**src/design/register_vm_core_step_unit_assert.svh**
```systemverilog
// Assertion helpers used by the block's back sequencer (rvcs_back).
`ifndef REGISTER_VM_CORE_STEP_UNIT_ASSERT_SVH
`define REGISTER_VM_CORE_STEP_UNIT_ASSERT_SVH

// same-cycle implication
`define RVCS_ASSERT_IMP(name, clk, rst, ante, cons) \
   name: assert property (@(posedge clk) disable iff (rst) (ante) |-> (cons)) \
      else $error("rvcs assertion failed");

// next-cycle implication
`define RVCS_ASSERT_NEXT(name, clk, rst, ante, cons) \
   name: assert property (@(posedge clk) disable iff (rst) (ante) |=> (cons)) \
      else $error("rvcs assertion failed");

`endif

```
**src/design/rvcs_pkg.sv**
```systemverilog
package rvcs_pkg;

   localparam int CORES       = 4;
   localparam int CORE_W      = (CORES > 1) ? $clog2(CORES) : 1;
   localparam int RF_AW       = CORE_W + 4;
   localparam int RF_DEPTH    = CORES * 16;
   localparam int MEM_AW      = 16;
   localparam int MEM_DEPTH   = 1 << MEM_AW;
   localparam int QUEUE_DEPTH = 2;
   localparam int QPTR_W      = $clog2(QUEUE_DEPTH);

   localparam logic [2:0] CORE_COUNT_RESET = 3'd4;
   localparam logic [3:0] SP_IDX           = 4'd15;

   localparam logic [1:0] OP_STEP  = 2'd0;
   localparam logic [1:0] OP_WRITE = 2'd1;
   localparam logic [1:0] OP_READ  = 2'd2;

   localparam logic [1:0] FAULT_NONE    = 2'd0;
   localparam logic [1:0] FAULT_ILLEGAL = 2'd1;
   localparam logic [1:0] FAULT_DIV0    = 2'd2;
   localparam logic [1:0] FAULT_REQ     = 2'd3;

   localparam logic [7:0] OPC_NOP    = 8'd0;
   localparam logic [7:0] OPC_LDI    = 8'd1;
   localparam logic [7:0] OPC_LDHI   = 8'd2;
   localparam logic [7:0] OPC_SHL    = 8'd3;
   localparam logic [7:0] OPC_SHR    = 8'd4;
   localparam logic [7:0] OPC_SAR    = 8'd5;
   localparam logic [7:0] OPC_MOV    = 8'd6;
   localparam logic [7:0] OPC_ROT2   = 8'd7;
   localparam logic [7:0] OPC_ROT3   = 8'd8;
   localparam logic [7:0] OPC_ROT4   = 8'd9;
   localparam logic [7:0] OPC_ADD    = 8'd10;
   localparam logic [7:0] OPC_ADDI   = 8'd11;
   localparam logic [7:0] OPC_SUBI   = 8'd12;
   localparam logic [7:0] OPC_SUB    = 8'd13;
   localparam logic [7:0] OPC_MULU   = 8'd14;
   localparam logic [7:0] OPC_MULS   = 8'd15;
   localparam logic [7:0] OPC_DIVU   = 8'd16;
   localparam logic [7:0] OPC_DIVS   = 8'd17;
   localparam logic [7:0] OPC_LES    = 8'd18;
   localparam logic [7:0] OPC_LEU    = 8'd19;
   localparam logic [7:0] OPC_EQ     = 8'd20;
   localparam logic [7:0] OPC_JMP    = 8'd21;
   localparam logic [7:0] OPC_JREL   = 8'd22;
   localparam logic [7:0] OPC_JR     = 8'd23;
   localparam logic [7:0] OPC_JRREL  = 8'd24;
   localparam logic [7:0] OPC_SKZ    = 8'd25;
   localparam logic [7:0] OPC_SKNZ   = 8'd26;
   localparam logic [7:0] OPC_LD8    = 8'd27;
   localparam logic [7:0] OPC_LD16   = 8'd28;
   localparam logic [7:0] OPC_ST8    = 8'd29;
   localparam logic [7:0] OPC_ST16   = 8'd30;
   localparam logic [7:0] OPC_PUSH   = 8'd31;
   localparam logic [7:0] OPC_POP    = 8'd32;
   localparam logic [7:0] OPC_OUT    = 8'd33;
   localparam logic [7:0] OPC_IN     = 8'd34;
   localparam logic [7:0] OPC_CALLR  = 8'd35;
   localparam logic [7:0] OPC_CALL   = 8'd36;
   localparam logic [7:0] OPC_CALLRR = 8'd37;
   localparam logic [7:0] OPC_CALLRG = 8'd38;
   localparam logic [7:0] OPC_RET    = 8'd39;
   localparam logic [7:0] OPC_COREID = 8'd40;
   localparam logic [7:0] OPC_CORECNT = 8'd41;
   localparam logic [7:0] OPC_FAULT  = 8'd42;

   typedef enum logic [1:0] {
      KIND_STEP,
      KIND_WRITE,
      KIND_READ,
      KIND_NULL
   } kind_type;

   typedef struct packed {
      kind_type           kind;
      logic [CORE_W-1:0]  core;
      logic [15:0]        address;
      logic [7:0]         data;
      logic [15:0]        prd;
   } cmd_type;

   typedef struct packed {
      logic full;
      logic not_empty;
   } q_status_type;

   typedef struct packed {
      logic [1:0]  fault_code;
      logic [15:0] next_pc;
      logic        executed;
      logic        port_write_valid;
      logic        port_read_valid;
      logic [7:0]  port_number;
      logic [15:0] port_write_data;
      logic [7:0]  mem_read_data;
   } res_type;

   typedef struct packed {
      logic        en;
      logic [3:0]  idx;
      logic [15:0] val;
   } reg_wr_type;

   typedef struct packed {
      logic        en;
      logic [15:0] addr;
      logic [7:0]  data;
   } mem_wr_type;

   typedef struct packed {
      logic        start;
      logic        sgn;
      logic [15:0] a;
      logic [15:0] b;
   } div_req_type;

   typedef struct packed {
      logic        done;
      logic [15:0] q;
      logic [15:0] r;
   } div_res_type;

   typedef enum logic [3:0] {
      ST_CLEAR,
      ST_IDLE,
      ST_RDWAIT,
      ST_FETCH_B,
      ST_FETCH_C,
      ST_OPND,
      ST_EXEC,
      ST_LOAD,
      ST_DIV,
      ST_MEMWR,
      ST_REGWR,
      ST_COMMIT,
      ST_DONE
   } back_state_type;

   function automatic reg_wr_type mk_rw(input logic [3:0] idx, input logic [15:0] val);
      reg_wr_type w;
      w.en  = 1'b1;
      w.idx = idx;
      w.val = val;
      return w;
   endfunction

   function automatic mem_wr_type mk_mw(input logic [15:0] addr, input logic [7:0] data);
      mem_wr_type w;
      w.en   = 1'b1;
      w.addr = addr;
      w.data = data;
      return w;
   endfunction

   // register operand read order: r1, r2, r3, r4, then the stack pointer
   function automatic logic [3:0] operand_index(input logic [7:0] b, input logic [7:0] c,
                                                input logic [2:0] n);
      logic [3:0] idx;
      case (n)
         3'd0: idx = b[7:4];
         3'd1: idx = b[3:0];
         3'd2: idx = c[7:4];
         3'd3: idx = c[3:0];
         default: idx = SP_IDX;
      endcase
      return idx;
   endfunction

endpackage

```
**src/design/rvcs_queue.sv**
```systemverilog
module rvcs_queue (
   input  logic                   clock,
   input  logic                   reset,
   input  logic                   push,
   input  rvcs_pkg::cmd_type      push_cmd,
   input  logic                   pop,
   output rvcs_pkg::cmd_type      head,
   output rvcs_pkg::q_status_type q_stat
);

   rvcs_pkg::cmd_type          cmd_ff [rvcs_pkg::QUEUE_DEPTH];
   logic [rvcs_pkg::QPTR_W-1:0] wr_ptr_ff, rd_ptr_ff;
   logic [rvcs_pkg::QPTR_W:0]   count_ff;

   assign head             = cmd_ff[rd_ptr_ff];
   assign q_stat.full      = count_ff == (rvcs_pkg::QPTR_W + 1)'(rvcs_pkg::QUEUE_DEPTH);
   assign q_stat.not_empty = count_ff != '0;

   always_ff @(posedge clock) begin
      if (reset) begin
         wr_ptr_ff <= '0;
         rd_ptr_ff <= '0;
         count_ff  <= '0;
      end else begin
         if (push) wr_ptr_ff <= wr_ptr_ff + 1'b1;
         if (pop)  rd_ptr_ff <= rd_ptr_ff + 1'b1;
         if (push && !pop)      count_ff <= count_ff + 1'b1;
         else if (pop && !push) count_ff <= count_ff - 1'b1;
      end
   end

   always_ff @(posedge clock) begin
      if (push) cmd_ff[wr_ptr_ff] <= push_cmd;
   end

endmodule

```
**config.mk**
```make
export PLATFORM = sky130hd
export DESIGN_NAME = rvcs_queue
export DESIGN_NICKNAME = d
export VERILOG_FILES = /design/src/design/register_vm_core_step_unit_assert.svh /design/src/design/rvcs_pkg.sv /design/src/design/rvcs_queue.sv
export SDC_FILE = /design/constraint.sdc
export NUM_CORES = 1
export LEC_CHECK = 0
export BUFFER_PORTS_ARGS = -buffer_cell sky130_fd_sc_hd__buf_2
export CAP_MARGIN = 20
export CORE_ASPECT_RATIO = 1.2
export CORE_MARGIN = 2
export CORE_UTILIZATION = 42
export DETAILED_ROUTE_END_ITERATION = 10
export MAX_ROUTING_LAYER = met4
export PLACE_DENSITY = 0.65
export SLEW_MARGIN = 20
export SYNTH_ARGS = -nofsm -noshare
export SYNTH_HDL_FRONTEND = slang
export SYNTH_SLANG_ARGS = --single-unit
export TNS_END_PERCENT = 30
```
**constraint.sdc**
```tcl
create_clock -name clock -period 4 [get_ports clock]
set_input_delay 0.8 -clock clock [delete_from_list [all_inputs] [get_ports clock]]
set_output_delay 0.8 -clock clock [all_outputs]
set_load 0.01 [all_outputs]
```
======== Word-level counts from Yosys, hierarchy flattened ========
Memory sizes are Yosys's and may differ from the RTL's. A register that Yosys moved wholly into a read port is not among the register bits.
Index checks and enable logic that the tools add are counted.
W data, S select, Z words.
storage, ports and cells
  flip-flop bits (word level) ............. 4
  bits in writable memories ............... 88
  input port bits ......................... 48
  output and inout port bits .............. 46
  word-level logic and storage cells ...... 21
  memories ................................ 1
cells by class
  add/subtract/negate cells ............... 4
  equal/unequal tests ..................... 1
  muxes and demuxes ....................... 6
  reductions and logical operators ........ 6
memory list
  memory  depth  bits a word  read ports  clocked after Yosys merged registers in  wr ports  line              RTL
  cmd_ff  2      44           1           1                                        1         rvcs_queue.sv:11  rvcs_pkg::cmd_type cmd_ff [rvcs_pkg::QUEUE_DEPTH];
operators with widths
  cell                   count
  $mux W1                4
  $mux W2                2
  $reduce_bool A2 Y1     2
  $add A1 B1 Y1 const B  2
  $add A2 B1 Y2 const B  1
  $eq A2 B2 Y1 const B   1
  $logic_and A1 B1 Y1    2
  $logic_not A1 Y1       2
  $sub A2 B1 Y2 const B  1

======== Logic depth before layout (Yosys ltp) ========
  depth after elaboration ................. 4
  mapped depth ............................ 5
  depth with buffers taken out ............ 5

======== Worst setup path before layout ========
No wires, ideal clock.
  kind .................................... input port to flip-flop
  start point ............................. input push
  end point ............................... memory cmd_ff[0][0] (netlist bit) (enable)
  setup time .............................. 0.451 ns
  arrival time ............................ 2.760 ns
  data required time ...................... 3.549 ns
  setup slack ............................. 0.789 ns
  cell stages on the path ................. 1
  buffers on the path ..................... 0
  path through ............................ nor2b_1
between the ends
  cells in the longest elaborated chain, start to end .. 2
RTL lines
  what                           line              RTL
  start: declaration             rvcs_queue.sv:4   input logic push,
  $mux W1                        rvcs_queue.sv:33  if (push) cmd_ff[wr_ptr_ff] <= push_cmd;
  $mux W1 (not written as such)  rvcs_queue.sv:33
  end: declaration               rvcs_queue.sv:11
Every way passes these cells.

==> out/qor.txt <==
outcome - finished, final reports clean
CTS Buf Count - 9
Worst Path Arrival - 1.95 ns
routability cong. - 0.668
DIE AREA - 8830 um2
Synth Flop Type - edfxtp_1
Overflow after GRT - 0
setup bufs post-CTS - 0
crit-path max cell delay - 1.03 ns
wire per inst - 15.9 um
synth top area cells - edfxtp_1 78%, mux2_2 15%, dfxtp_1 2.9%, buf_6 1.3%, xnor2_1 0.52%
CTS Buffer Depth - 2
Filler cells - 647
Hold Path Class - reg -> reg
Vias/cell - 4.88
utilization after layout - 53.8%
sequential fraction of the synthesis area - 80.7%
# Max-Cap Violations - 0
die width - 86.1 um
largest net degree at the start of global routing - 45
final setup violating endpoints - 0
RSZ-0062 raised after global routing - no
Synth Warn # - 0
Slew Limit Fails - 0
Global Route Usage Sum - 13.7%
EDFF count, synth - 88
row count - 35
element type at the critical path end - output port
top post-synthesis cells by count - 88 x edfxtp_1, 44 x mux2_2, 5 x dfxtp_1
worst-margin pin slew - 1.04 ns
first-pass GRT wire length - 8.65 mm
# IOs - 94
synthesized cell area - 3400 um2
CTS tree - done
Die Ht - 103 um
fin crit share - 68.7%
root buffer cell - clkbuf_8
Synth async-reset ratio - 0%
Final Hold Fails - 0
DRC - 0
Final Cell Area - 4170 um2
leakage power - 1.58 nW
clk_lat worst skew - 0.35 ns
Rel. slew slack - 30.4%
clk_skew - 0.00756 ns
ANT cells - 0
Yosys reg bits - 93
Starting Density - 43.8%
CP startpoint kind - register
DRT Pass-1 Iters - 4
layout cells sized above 1 - 59.8%
Final min period - 2.75 ns
Net Count, Synth - 208
# hold bufs at CTS - 0
Setup TNS - 0 ns
Post-DP HPWL - 3.66 mm
share of the synthesized area in the top cell type - 77.8%
area growth from synthesis to layout - 22.8%
PortBufs - 93
clock sinks - 93
Avg Inst Size Synth - 21.4 um2
initial antenna violation count - 0
CP required - 3.20 ns
Yosys cell types - 17
Core Box Area - 7750 um2
1st-iter DRT viols - 71
H-tree depth - 3
most frequent cell after synthesis - edfxtp_1
Total Wirelength - 5.66 mm
Final nets - 308
critical path class - reg -> out
Worst Path Max Fanout - 44
area leader, netlist - edfxtp_1
vias in the first global route - 1819
Slowest-stage cell, CP - dfxtp_2
crit-path cells - mux2_2 > buf_2
clock slew at reported path FFs - 0.08 ns
Worst VDD drop - 0.000248 V
Max Freq - 0.364 GHz
Vias - 1736
cts repair resizes - 0
cells after synthesis - 159
placed inst area - 3950 um2
Power Density - 495 nW/um2
remaining antenna violation count - 0
-- worst max-delay path, delay by kind of cell (launching register included) --
| kind | cells | cell delay [ns] |
|---|---|---|
| multiplexers | 1 | 0.43 |
| flip-flops | 1 | 1.03 |
| buffers and inverters | 1 | 0.14 |
-- kinds of logic (layout without fill, tap and decap cells) --
logic type	Yosys count	after routing	synth area share, %
fa+ha+maj	1	1	0.368
compound gates	2	2	0.294
buf+inv	6	111	1.58
xor+xnor	4	4	1.03
simple gates	9	9	1.44
mux	44	44	14.6
flops	93	93	80.7
-- cell type report --
class | instances | area [um2] | share of cell area (%)
sequential | 93 | 2740 | 65.8
multi-input combinational | 60 | 612 | 14.7
timing repair buffer | 94 | 473 | 11.3
clock buffer | 11 | 141 | 3.39
tap | 92 | 115 | 2.76
clock inverter | 5 | 82.6 | 1.98
inverter | 1 | 3.75 | 0.0900
-- placed cells by master (no fill, tap or decap) --
cell type | Yosys | layout
a21oi_1 | 1 | 1
xor2_1 | 2 | 2
xnor2_1 | 2 | 2
o21ai_0 | 1 | 1
buf_4 | 0 | 1
mux2_2 | 44 | 44
dfxtp_2 | 0 | 1
buf_2 | 1 | 93
inv_1 | 1 | 1
or3_1 | 1 | 1
bufinv_16 | 0 | 2
inv_6 | 0 | 2
and2_4 | 0 | 1
clkbuf_1 | 0 | 1
clkbuf_8 | 0 | 10
or2_2 | 1 | 1
clkinv_2 | 0 | 1
and2b_2 | 1 | 1
nor2_1 | 4 | 4
edfxtp_1 | 88 | 88
ha_1 | 1 | 1
dfxtp_1 | 5 | 4
nor2b_4 | 0 | 1
-- worst paths after layout --
kind / startpoint / endpoint / slack (ns) / cells after the start
setup reg to reg: wr_ptr_ff / cmd_ff[0][24] / 2.29 / 2
hold / removal: count_ff[1] / count_ff[1] / 0.51 / 2
hold reg to reg: count_ff[1] / count_ff[1] / 0.51 / 2
setup / recovery: register / head[5] / 1.25 / 2
-- stage by stage --
stage	hold WS (ns)	setup WS [ns]	instances	power, mW
6_report	0.512	1.25	356	2.06
5_1_grt	0.552	1.11	356	2.15
4_1_cts	0.519	1.16	356	2.09
3_5_place_dp	0.505	1.55	340	1.41
3_3_place_gp	0.480	1.57	340	1.40
2_1_floorplan	0.456	0.789	159	1.31
-- layer usage --
| metal | GRT usage (%) | vias up | part of all wire, % |
|---|---|---|---|
| met5 | - | - | 0 |
| met3 | 4.80 | 8 | 6.2 |
| met1 | 14.7 | 856 | 38 |
| met2 | 23.4 | 54 | 55 |
| li1 | - | 818 | - |
| met4 | 5.13 | 0 | 0.88 |
-- registers in the layout (all words and copies together), names as in the netlist, named ones only --
register / count
count_ff: 2
wr_ptr_ff: 1
rd_ptr_ff: 1
cmd_ff: 88
-- where the power goes --
group	internal, mW	switching (mW)
sequential	1.13	0.0322
clock	0.373	0.310
combinational	0.111	0.104
Note: power is estimated with default switching activity, not from simulation.
